`src/als_pkg.sv`:
```
// shared constants and types for the antialiased line stepper
`default_nettype none
package als_pkg;

    localparam int COORD_BITS_DEF  = 16;
    localparam int WEIGHT_BITS_DEF = 8;

    localparam int CFG_BITS = 13;
    localparam logic [CFG_BITS-1:0] WIDTH_RESET  = 13'd640;
    localparam logic [CFG_BITS-1:0] HEIGHT_RESET = 13'd480;

    localparam logic OP_LOAD = 1'b0;
    localparam logic OP_STEP = 1'b1;

    localparam logic REG_WIDTH  = 1'b0;
    localparam logic REG_HEIGHT = 1'b1;

    typedef enum logic [1:0] {
        ST_IDLE,
        ST_DIV,
        ST_EMIT
    } back_state_t;

    typedef struct packed {
        logic push;
        logic full;
    } q_ctl_t;

endpackage
`default_nettype wire

```
`src/als_if.sv`:
```
// valid/ready channel interfaces for line items and pixel pairs
`default_nettype none
interface als_in_if #(parameter int COORD_BITS = 16);
    logic                         valid;
    logic                         ready;
    logic                         op;
    logic signed [COORD_BITS-1:0] start_x;
    logic signed [COORD_BITS-1:0] start_y;
    logic signed [COORD_BITS-1:0] end_x;
    logic signed [COORD_BITS-1:0] end_y;
    modport source (output valid, op, start_x, start_y, end_x, end_y, input ready);
    modport sink (input valid, op, start_x, start_y, end_x, end_y, output ready);
endinterface

interface als_out_if #(parameter int COORD_BITS = 16, parameter int WEIGHT_BITS = 8);
    logic                         valid;
    logic                         ready;
    logic signed [COORD_BITS-1:0] main_x;
    logic signed [COORD_BITS-1:0] main_y;
    logic        [WEIGHT_BITS:0]  main_weight;
    logic                         main_valid;
    logic signed [COORD_BITS-1:0] side_x;
    logic signed [COORD_BITS-1:0] side_y;
    logic        [WEIGHT_BITS:0]  side_weight;
    logic                         side_valid;
    logic                         line_done;
    modport source (output valid, main_x, main_y, main_weight, main_valid,
                    side_x, side_y, side_weight, side_valid, line_done, input ready);
    modport sink (input valid, main_x, main_y, main_weight, main_valid,
                  side_x, side_y, side_weight, side_valid, line_done, output ready);
endinterface
`default_nettype wire

```
`src/als_front.sv`:
```
// front end: accepts items, does octant setup for loads, pushes commands
`default_nettype none
module als_front
    import als_pkg::*;
#(
    parameter int COORD_BITS = COORD_BITS_DEF
) (
    als_in_if.sink                   line_in,
    input  wire logic                q_full,
    output logic                     q_push,
    output logic [5*COORD_BITS+4:0]  q_data
);
    localparam int C = COORD_BITS;

    logic signed [C:0]   ddx, ddy, dmaj, dmin;
    logic        [C:0]   adx, ady, amin;
    logic                steep, neg;
    logic signed [C-1:0] a0, a1, b0, b1, p0, p1, m0, m1;

    always_comb
    begin
        ddx   = {line_in.end_x[C-1], line_in.end_x} - {line_in.start_x[C-1], line_in.start_x};
        ddy   = {line_in.end_y[C-1], line_in.end_y} - {line_in.start_y[C-1], line_in.start_y};
        adx   = ddx[C] ? $unsigned(-ddx) : $unsigned(ddx);
        ady   = ddy[C] ? $unsigned(-ddy) : $unsigned(ddy);
        steep = ady > adx;
        a0 = steep ? line_in.start_y : line_in.start_x;
        b0 = steep ? line_in.start_x : line_in.start_y;
        a1 = steep ? line_in.end_y   : line_in.end_x;
        b1 = steep ? line_in.end_x   : line_in.end_y;
        if (a0 > a1)
        begin
            p0 = a1; m0 = b1; p1 = a0; m1 = b0;
        end
        else
        begin
            p0 = a0; m0 = b0; p1 = a1; m1 = b1;
        end
        dmaj = {p1[C-1], p1} - {p0[C-1], p0};
        dmin = {m1[C-1], m1} - {m0[C-1], m0};
        neg  = dmin[C];
        amin = neg ? $unsigned(-dmin) : $unsigned(dmin);
        q_data = {line_in.op, steep, neg, p0, p1, m0, $unsigned(dmaj), amin};
    end

    assign line_in.ready = !q_full;
    assign q_push        = line_in.valid && !q_full;
endmodule
`default_nettype wire

```
`src/als_queue.sv`:
```
// two-entry command queue between front and back
`default_nettype none
module als_queue
    import als_pkg::*;
#(
    parameter int W = 8
) (
    input  wire logic         clk,
    input  wire logic         rst_n,
    input  wire logic         push,
    input  wire logic [W-1:0] push_data,
    output q_ctl_t            ctl,
    input  wire logic         pop,
    output logic              not_empty,
    output logic [W-1:0]      pop_data
);
    logic [W-1:0] mem_reg [2];
    logic         wptr_reg, rptr_reg;
    logic [1:0]   count_reg;

    always_ff @(posedge clk or negedge rst_n)
    begin
        if (!rst_n)
        begin
            wptr_reg  <= 1'b0;
            rptr_reg  <= 1'b0;
            count_reg <= 2'd0;
        end
        else
        begin
            if (push)
                wptr_reg <= !wptr_reg;
            if (pop)
                rptr_reg <= !rptr_reg;
            count_reg <= count_reg + 2'(push) - 2'(pop);
        end
    end

    always_ff @(posedge clk)
    begin
        if (push)
            mem_reg[wptr_reg] <= push_data;
    end

    assign ctl.push  = push;
    assign ctl.full  = count_reg == 2'd2;
    assign not_empty = count_reg != 2'd0;
    assign pop_data  = mem_reg[rptr_reg];
endmodule
`default_nettype wire

```
`src/als_back.sv`:
```
// back end: line state, serial weight divider and output register
`default_nettype none
module als_back
    import als_pkg::*;
#(
    parameter int COORD_BITS  = COORD_BITS_DEF,
    parameter int WEIGHT_BITS = WEIGHT_BITS_DEF
) (
    input  wire logic                    clk,
    input  wire logic                    rst_n,
    input  wire logic [CFG_BITS-1:0]     image_width,
    input  wire logic [CFG_BITS-1:0]     image_height,
    input  wire logic                    q_valid,
    input  wire logic [5*COORD_BITS+4:0] q_data,
    output logic                         q_pop,
    als_out_if.source                    pixel_out
);
    localparam int C  = COORD_BITS;
    localparam int WB = WEIGHT_BITS;
    localparam int CW = $clog2(WB + 1);
    localparam int XW = C + CFG_BITS;
    localparam logic [WB:0] FULL = (WB+1)'(1) << WB;
    localparam logic [WB:0] HALF = (WB+1)'(1) << (WB - 1);

    back_state_t state_reg, state_next;

    logic                swp_reg, neg_reg, active_reg;
    logic signed [C-1:0] maj_pos_reg, maj_end_reg, min_pos_reg;
    logic        [C:0]   dx_reg, dy_reg;
    logic signed [C+1:0] err_reg;
    logic        [C+2:0] rem_reg;
    logic        [WB:0]  f_reg;
    logic        [CW-1:0] cnt_reg;

    logic                out_valid_reg;
    logic signed [C-1:0] mx_reg, my_reg, sx_reg, sy_reg;
    logic        [WB:0]  mw_reg, sw_reg;
    logic                mv_reg, sv_reg, done_reg;

    // command fields
    logic                c_op, c_swp, c_neg;
    logic signed [C-1:0] c_p0, c_p1, c_m0;
    logic        [C:0]   c_dx, c_dy;

    logic signed [C+3:0] n0, dd;
    logic        [C+2:0] rem2;
    logic                rem_ge;
    logic signed [C-1:0] min_step, mx, my, sx, sy;
    logic signed [C+2:0] s_err;
    logic signed [C+3:0] s2;
    logic                take_out, is_last, load_out;

    function automatic logic in_range(input logic signed [C-1:0] v,
                                      input logic [CFG_BITS-1:0] lim);
        return !v[C-1] && (XW'($unsigned(v)) < XW'(lim));
    endfunction

    assign {c_op, c_swp, c_neg, c_p0, c_p1, c_m0, c_dx, c_dy} = q_data;

    always_comb
    begin
        n0       = ((C+4)'(signed'(err_reg)) <<< 1) + signed'((C+4)'(dx_reg));
        dd       = signed'((C+4)'(dx_reg)) <<< 1;
        rem2     = rem_reg << 1;
        rem_ge   = rem2 >= (C+3)'(dx_reg) << 1;
        min_step = neg_reg ? min_pos_reg - C'(1) : min_pos_reg + C'(1);
        mx       = swp_reg ? min_pos_reg : maj_pos_reg;
        my       = swp_reg ? maj_pos_reg : min_pos_reg;
        sx       = swp_reg ? min_step : maj_pos_reg;
        sy       = swp_reg ? maj_pos_reg : min_step;
        s_err    = (C+3)'(err_reg) + signed'((C+3)'(dy_reg));
        s2       = (C+4)'(s_err) <<< 1;
        is_last  = maj_pos_reg >= maj_end_reg;
        take_out = !out_valid_reg || pixel_out.ready;
    end

    always_comb
    begin
        state_next = state_reg;
        q_pop      = 1'b0;
        load_out   = 1'b0;
        unique case (state_reg)
            ST_IDLE:
            begin
                if (q_valid)
                begin
                    q_pop = 1'b1;
                    if (c_op == OP_STEP)
                    begin
                        if (!active_reg || dx_reg == '0 || n0 < 0 || n0 >= dd)
                            state_next = ST_EMIT;
                        else
                            state_next = ST_DIV;
                    end
                end
            end
            ST_DIV:
            begin
                if (cnt_reg == CW'(WB - 1))
                    state_next = ST_EMIT;
            end
            ST_EMIT:
            begin
                if (take_out)
                begin
                    load_out   = 1'b1;
                    state_next = ST_IDLE;
                end
            end
            default: state_next = ST_IDLE;
        endcase
    end

    always_ff @(posedge clk or negedge rst_n)
    begin
        if (!rst_n)
        begin
            state_reg     <= ST_IDLE;
            active_reg    <= 1'b0;
            swp_reg       <= 1'b0;
            neg_reg       <= 1'b0;
            maj_pos_reg   <= '0;
            maj_end_reg   <= '0;
            min_pos_reg   <= '0;
            dx_reg        <= '0;
            dy_reg        <= '0;
            err_reg       <= '0;
            out_valid_reg <= 1'b0;
        end
        else
        begin
            state_reg <= state_next;
            if (q_pop && c_op == OP_LOAD)
            begin
                swp_reg     <= c_swp;
                neg_reg     <= c_neg;
                maj_pos_reg <= c_p0;
                maj_end_reg <= c_p1;
                min_pos_reg <= c_m0;
                dx_reg      <= c_dx;
                dy_reg      <= c_dy;
                err_reg     <= '0;
                active_reg  <= 1'b1;
            end
            if (load_out && active_reg)
            begin
                if (s2 < signed'((C+4)'(dx_reg)))
                    err_reg <= (C+2)'(s_err);
                else
                begin
                    err_reg     <= (C+2)'(s_err - signed'((C+3)'(dx_reg)));
                    min_pos_reg <= min_step;
                end
                if (is_last)
                    active_reg <= 1'b0;
                else
                    maj_pos_reg <= maj_pos_reg + C'(1);
            end
            if (load_out)
                out_valid_reg <= 1'b1;
            else if (pixel_out.ready)
                out_valid_reg <= 1'b0;
        end
    end

    // divider datapath: one quotient bit per cycle; also loads the output pixel pair
    always_ff @(posedge clk)
    begin
        if (state_reg == ST_IDLE)
        begin
            cnt_reg <= '0;
            rem_reg <= (C+3)'(n0);
            if (dx_reg == '0)
                f_reg <= HALF;
            else if (n0 < 0)
                f_reg <= '0;
            else if (n0 >= dd)
                f_reg <= FULL;
            else
                f_reg <= '0;
        end
        else if (state_reg == ST_DIV)
        begin
            cnt_reg <= cnt_reg + CW'(1);
            f_reg   <= {f_reg[WB-1:0], rem_ge};
            rem_reg <= rem_ge ? rem2 - ((C+3)'(dx_reg) << 1) : rem2;
        end
        if (load_out)
        begin
            if (active_reg)
            begin
                mx_reg   <= mx;
                my_reg   <= my;
                sx_reg   <= sx;
                sy_reg   <= sy;
                mw_reg   <= FULL - f_reg;
                sw_reg   <= f_reg;
                mv_reg   <= in_range(mx, image_width) && in_range(my, image_height);
                sv_reg   <= in_range(sx, image_width) && in_range(sy, image_height);
                done_reg <= is_last;
            end
            else
            begin
                mx_reg   <= '0;
                my_reg   <= '0;
                sx_reg   <= '0;
                sy_reg   <= '0;
                mw_reg   <= '0;
                sw_reg   <= '0;
                mv_reg   <= 1'b0;
                sv_reg   <= 1'b0;
                done_reg <= 1'b1;
            end
        end
    end

    assign pixel_out.valid       = out_valid_reg;
    assign pixel_out.main_x      = mx_reg;
    assign pixel_out.main_y      = my_reg;
    assign pixel_out.main_weight = mw_reg;
    assign pixel_out.main_valid  = mv_reg;
    assign pixel_out.side_x      = sx_reg;
    assign pixel_out.side_y      = sy_reg;
    assign pixel_out.side_weight = sw_reg;
    assign pixel_out.side_valid  = sv_reg;
    assign pixel_out.line_done   = done_reg;
endmodule
`default_nettype wire

```
`src/antialiased_line_stepper.sv`:
```
// top level of the antialiased all-octant line stepper
//
// channel    dir  modport  moves
// line_in    in   sink     one load or step command per transfer
// pixel_out  out  source   one pixel pair per step transfer
// apb        in   slave    image_width at 0x0, image_height at 0x4
//
// a load is taken by the back end from idle and gives no result
// a step runs the serial weight divider (one quotient bit per cycle) unless the
// weight is clamped, half or no line is active
// the two-entry queue lets line_in keep taking transfers while the back end works
// the output register holds a pixel pair until taken; the back end stalls in emit
// reset clears line state and queue; image size returns to 640 by 480
`default_nettype none
module antialiased_line_stepper
    import als_pkg::*;
#(
    parameter int COORD_BITS  = COORD_BITS_DEF,
    parameter int WEIGHT_BITS = WEIGHT_BITS_DEF
) (
    input  wire logic        clk,
    input  wire logic        rst_n,
    als_in_if.sink           line_in,
    als_out_if.source        pixel_out,
    input  wire logic        psel,
    input  wire logic        penable,
    input  wire logic        pwrite,
    input  wire logic [2:0]  paddr,
    input  wire logic [31:0] pwdata,
    output logic [31:0]      prdata,
    output logic             pready
);
    localparam int CMD_W = 5*COORD_BITS + 5;

    logic [CFG_BITS-1:0] width_reg, height_reg;
    logic                q_push, q_pop, q_nempty;
    logic [CMD_W-1:0]    q_in, q_out;
    q_ctl_t              q_ctl;

    // configuration registers, written in the access phase
    always_ff @(posedge clk or negedge rst_n)
    begin
        if (!rst_n)
        begin
            width_reg  <= WIDTH_RESET;
            height_reg <= HEIGHT_RESET;
        end
        else if (psel && penable && pwrite)
        begin
            if (paddr[2] == REG_WIDTH)
                width_reg <= pwdata[CFG_BITS-1:0];
            else
                height_reg <= pwdata[CFG_BITS-1:0];
        end
    end

    assign pready = 1'b1;
    assign prdata = (paddr[2] == REG_HEIGHT) ? 32'(height_reg) : 32'(width_reg);

    // front end: octant setup for loads
    als_front #(.COORD_BITS(COORD_BITS)) u_front (
        .line_in (line_in),
        .q_full  (q_ctl.full),
        .q_push  (q_push),
        .q_data  (q_in)
    );

    als_queue #(.W(CMD_W)) u_queue (
        .clk       (clk),
        .rst_n     (rst_n),
        .push      (q_push),
        .push_data (q_in),
        .ctl       (q_ctl),
        .pop       (q_pop),
        .not_empty (q_nempty),
        .pop_data  (q_out)
    );

    // back end: stepping, weights, clipping
    als_back #(.COORD_BITS(COORD_BITS), .WEIGHT_BITS(WEIGHT_BITS)) u_back (
        .clk          (clk),
        .rst_n        (rst_n),
        .image_width  (width_reg),
        .image_height (height_reg),
        .q_valid      (q_nempty),
        .q_data       (q_out),
        .q_pop        (q_pop),
        .pixel_out    (pixel_out)
    );
endmodule
`default_nettype wire

```
`src/flat_wrapper.sv`:
```
// flat-port wrapper written by rule: the top's interface ports become plain ports
module antialiased_line_stepper_flat import als_pkg::*;
#(
    parameter int COORD_BITS  = COORD_BITS_DEF,
    parameter int WEIGHT_BITS = WEIGHT_BITS_DEF
)
  (clk, rst_n, psel, penable, pwrite, paddr, pwdata, prdata, pready, line_in_valid, line_in_op, line_in_start_x, line_in_start_y, line_in_end_x, line_in_end_y, line_in_ready, pixel_out_valid, pixel_out_main_x, pixel_out_main_y, pixel_out_main_weight, pixel_out_main_valid, pixel_out_side_x, pixel_out_side_y, pixel_out_side_weight, pixel_out_side_valid, pixel_out_line_done, pixel_out_ready);
  als_in_if #(.COORD_BITS(COORD_BITS)) line_in_i ();
  als_out_if #(.COORD_BITS(COORD_BITS), .WEIGHT_BITS(WEIGHT_BITS)) pixel_out_i ();
  input  wire logic clk;
  input  wire logic rst_n;
  input  wire logic psel;
  input  wire logic penable;
  input  wire logic pwrite;
  input  wire logic [2:0] paddr;
  input  wire logic [31:0] pwdata;
  output logic [31:0] prdata;
  output logic pready;
  input wire logic [$bits(line_in_i.valid)-1:0] line_in_valid;
  input wire logic [$bits(line_in_i.op)-1:0] line_in_op;
  input wire logic [$bits(line_in_i.start_x)-1:0] line_in_start_x;
  input wire logic [$bits(line_in_i.start_y)-1:0] line_in_start_y;
  input wire logic [$bits(line_in_i.end_x)-1:0] line_in_end_x;
  input wire logic [$bits(line_in_i.end_y)-1:0] line_in_end_y;
  output wire logic [$bits(line_in_i.ready)-1:0] line_in_ready;
  output wire logic [$bits(pixel_out_i.valid)-1:0] pixel_out_valid;
  output wire logic [$bits(pixel_out_i.main_x)-1:0] pixel_out_main_x;
  output wire logic [$bits(pixel_out_i.main_y)-1:0] pixel_out_main_y;
  output wire logic [$bits(pixel_out_i.main_weight)-1:0] pixel_out_main_weight;
  output wire logic [$bits(pixel_out_i.main_valid)-1:0] pixel_out_main_valid;
  output wire logic [$bits(pixel_out_i.side_x)-1:0] pixel_out_side_x;
  output wire logic [$bits(pixel_out_i.side_y)-1:0] pixel_out_side_y;
  output wire logic [$bits(pixel_out_i.side_weight)-1:0] pixel_out_side_weight;
  output wire logic [$bits(pixel_out_i.side_valid)-1:0] pixel_out_side_valid;
  output wire logic [$bits(pixel_out_i.line_done)-1:0] pixel_out_line_done;
  input wire logic [$bits(pixel_out_i.ready)-1:0] pixel_out_ready;
  assign line_in_i.valid = line_in_valid;
  assign line_in_i.op = line_in_op;
  assign line_in_i.start_x = line_in_start_x;
  assign line_in_i.start_y = line_in_start_y;
  assign line_in_i.end_x = line_in_end_x;
  assign line_in_i.end_y = line_in_end_y;
  assign line_in_ready = line_in_i.ready;
  assign pixel_out_valid = pixel_out_i.valid;
  assign pixel_out_main_x = pixel_out_i.main_x;
  assign pixel_out_main_y = pixel_out_i.main_y;
  assign pixel_out_main_weight = pixel_out_i.main_weight;
  assign pixel_out_main_valid = pixel_out_i.main_valid;
  assign pixel_out_side_x = pixel_out_i.side_x;
  assign pixel_out_side_y = pixel_out_i.side_y;
  assign pixel_out_side_weight = pixel_out_i.side_weight;
  assign pixel_out_side_valid = pixel_out_i.side_valid;
  assign pixel_out_line_done = pixel_out_i.line_done;
  assign pixel_out_i.ready = pixel_out_ready;
  antialiased_line_stepper #(.COORD_BITS(COORD_BITS), .WEIGHT_BITS(WEIGHT_BITS)) u_core (.clk(clk), .rst_n(rst_n), .line_in(line_in_i), .pixel_out(pixel_out_i), .psel(psel), .penable(penable), .pwrite(pwrite), .paddr(paddr), .pwdata(pwdata), .prdata(prdata), .pready(pready));
endmodule
```
`config.mk`:
```
export PLATFORM = sky130hd
export DESIGN_NAME = antialiased_line_stepper_flat
export DESIGN_NICKNAME = d
export VERILOG_FILES = /design/src/als_pkg.sv /design/src/als_if.sv /design/src/als_front.sv /design/src/als_queue.sv /design/src/als_back.sv /design/src/antialiased_line_stepper.sv /design/src/flat_wrapper.sv
export SDC_FILE = /design/constraint.sdc
export NUM_CORES = 1
export LEC_CHECK = 0
export BUFFER_PORTS_ARGS = -buffer_cell sky130_fd_sc_hd__buf_2
export CORE_MARGIN = 10
export CORE_UTILIZATION = 35
export CTS_BUF_LIST = sky130_fd_sc_hd__clkbuf_8 sky130_fd_sc_hd__clkbuf_16
export DETAILED_ROUTE_END_ITERATION = 7
export PLACE_DENSITY = 0.58
export SLEW_MARGIN = 15
export SYNTH_ARGS = -nofsm -noshare
export SYNTH_HDL_FRONTEND = slang
export SYNTH_SLANG_ARGS = --single-unit
```
`constraint.sdc`:
```
create_clock -name clk -period 20 [get_ports clk]
set_clock_uncertainty 0.05 [all_clocks]
set_input_delay 2 -clock clk [delete_from_list [all_inputs] [get_ports clk]]
set_output_delay 2 -clock clk [all_outputs]
set_load 0.05 [all_outputs]
```
==> run summary <==
Synth Flop Type: edfxtp_1
top post-synthesis cells by count: 363 x nand2_1, 281 x edfxtp_1, 266 x ha_1
Setup TNS: 0 ns
global-route wire length before repair: 124 mm
clock root buffer: clkbuf_16
Worst setup SP type: primary input
ys async rst share: 32.3%
CTS tree: built
critical path class: in2reg
drt pass-1 iters: 6
share of cells above drive strength 1: 11.2%
Die W: 308 microns
element type at the critical path end: register
post-synth top area cell: edfxtp_1
Max-cap violations: 0
setup violators final: 0
Total Routed Length: 80.0 mm
Ys Warns: 0
Post-synth EDFFs: 281
RSZ-0062 raised after global routing: no
worst r2r dst: u_core.u_back.f_reg[8]
FF-to-FF setup slack: 14.56 ns
Synth Instances: 3099
initial antenna violation count: 0
cell with the most instances after synthesis: nand2_1
cts hold-fix bufs: 0
number of placement rows: 105
post-CTS resize count: 0
number of setup buffers added after CTS: 0
worst hold path depth: 2
Synth top area share: 29.0%
final hold violations: 0
die height: 308 microns
CTS H-tree depth: 2
Die ar.: 95200 sq um
routed vias: 22900
Hold Path Class: reg2reg
Nets: 3608
min Tclk post-route: 15.50 ns
Avg WL per Cell: 18.5 microns
antenna cell count: 0
Worst-path clk slew: 0.06 ns
WP data required: 20.26 ns
CP Max Fanout: 74
I/O pin total: 227
clock buffer depth: 3
top cells by area, synth: edfxtp_1 29%, ha_1 11%, dfrtp_1 11%, nand2_1 4.7%, o21ai_0 4.0%
Slew @ Worst Pin: 1.03 ns
Top cell by count, worst path: o21ai_0
gr usage total: 16.3%
DRC viols: 0
core area: 82200 sq um
Slew Limit Headroom: 31.2%
syn avg cell area: 9.40 sq um
final core occ: 39.5%
largest net degree at the start of global routing: 80
crit path to: u_core.u_queue.mem_reg[1][4]
Cell Area, Synth: 29100 sq um
CP startpoint: line_in_end_x[0]
antenna-violating nets left: 0
flops & latches, synth: 421
max-slew violation count: 0
Num CTS Buffers: 45
grt ovf: 0
Starting Density: 35.4%
vias in the first global route: 22000
Sequential Area: 11900 sq um
CP max stage cell: inv_2
Highest Clock Rate: 64.5 MHz
Seq/Total Area, Yosys: 41.0%
Synth cell types: 101
Max stage delay on crit path: 0.79 ns
FF-to-FF Start: u_core.u_back.dx_reg[1]
number of port buffers: 185
multi-input gate area in the final layout: 15900 sq um
R2R depth: 22
Placer Congestion: 0.897
layout overhead on the synthesized area: 11.5%
outcome: finished, final reports clean
Detailed Place HPWL: 61.6 mm
Tcrit/Tclk final: 77.5%
fill cell count: 8205
Largest register FFs: 170
initial DRC count: 1594
Vias per Instance: 5.29
worst-skew pair later-pin latency: 0.59 ns
CTS sink cnt: 421
CP Data Arrival Time: 15.75 ns
[how the worst min path moves through the flow]
| stage | from | end | slack [ns] |
|---|---|---|---|
| final | u_core.u_back.maj_end_reg[6] | u_core.u_back.maj_end_reg[6] | 0.43 |
| after global routing | u_core.u_back.cnt_reg[1] | u_core.u_back.cnt_reg[1] | 0.45 |
| after CTS | u_core.u_back.cnt_reg[1] | u_core.u_back.cnt_reg[1] | 0.43 |
| after detailed placement | u_core.u_back.cnt_reg[1] | u_core.u_back.cnt_reg[1] | 0.42 |
| after global placement | u_core.u_back.maj_end_reg[3] | u_core.u_back.maj_end_reg[3] | 0.41 |
| after floorplan | u_core.u_back.cnt_reg[1] | u_core.u_back.cnt_reg[1] | 0.39 |
[cell type report]
cell class	instances	area share (%)
Clock inverter	35	0.848
Clock buffer	49	3.64
Timing Repair Buffer	204	3.31
Inverter	207	2.39
Multi-Input combinational cell	2348	48.9
Sequential cell	421	36.7
Tap cell	1070	4.12
[layout by cell type (no fill, tap or decap), types with 18 or more instances in the layout]
master	netlist	routed
xnor2_1	91	91
conb_1	2	20
nor3_1	45	45
o21a_1	59	59
and2_1	63	63
o211ai_1	25	25
a21oi_1	212	212
a211oi_1	37	37
and3_1	22	21
ha_1	266	266
a21o_1	40	40
mux2_2	34	34
xor2_1	61	61
or3_1	18	18
buf_4	21	19
nand2_1	363	362
edfxtp_1	281	281
a31oi_1	39	39
mux2i_1	113	113
clkbuf_16	0	45
nor2_1	255	253
nand2b_1	25	25
a21boi_0	21	21
dfrtp_1	130	128
inv_1	205	215
nand4_1	21	21
o21ai_0	233	232
nor2b_1	43	42
buf_2	8	184
nand3_1	41	41
[per-stage QoR]
| step | cell area, sq um | hold slack [ns] | std cells | setup slack [ns] |
|---|---|---|---|---|
| after global routing | 32500 | 0.453 | 4334 | 3.10 |
| after CTS | 32500 | 0.430 | 4334 | 4.58 |
| after floorplan | 29200 | 0.393 | 3117 | 6.37 |
| after detailed placement | 31000 | 0.418 | 4250 | 4.00 |
| final | 32500 | 0.427 | 4334 | 4.50 |
| after global placement | 31000 | 0.411 | 4250 | 4.12 |
[worst max-delay path: cells and delay by family]
family	cells	cell delay (ns)
buf+inv	6	1.92
fa+ha+maj	6	2.22
xor+xnor	2	0.36
compound gates	28	6.95
simple gates	11	2.23
[per-layer routing]
layer	global-route usage, %	up-vias	wire length [microns]
met5	0	-	0
met4	3.34	0	1290
met3	2.52	80	4370
met2	26.1	571	35700
met1	23.1	11000	38600
li1	-	11300	-
[logic make-up after synthesis]
logic type / Yosys count / synth area share (%)
flops: 421 / 41.0
fa+ha+maj: 274 / 12.0
mux: 147 / 5.20
buf+inv: 348 / 4.88
compound gates: 795 / 17.2
xor+xnor: 152 / 4.57
other cells: 2 / 0.0258
simple gates: 960 / 15.2
Power is left out: the tool's default activity adds up to more than one toggle a clock period on the data nets, which glitch-free logic cannot reach.
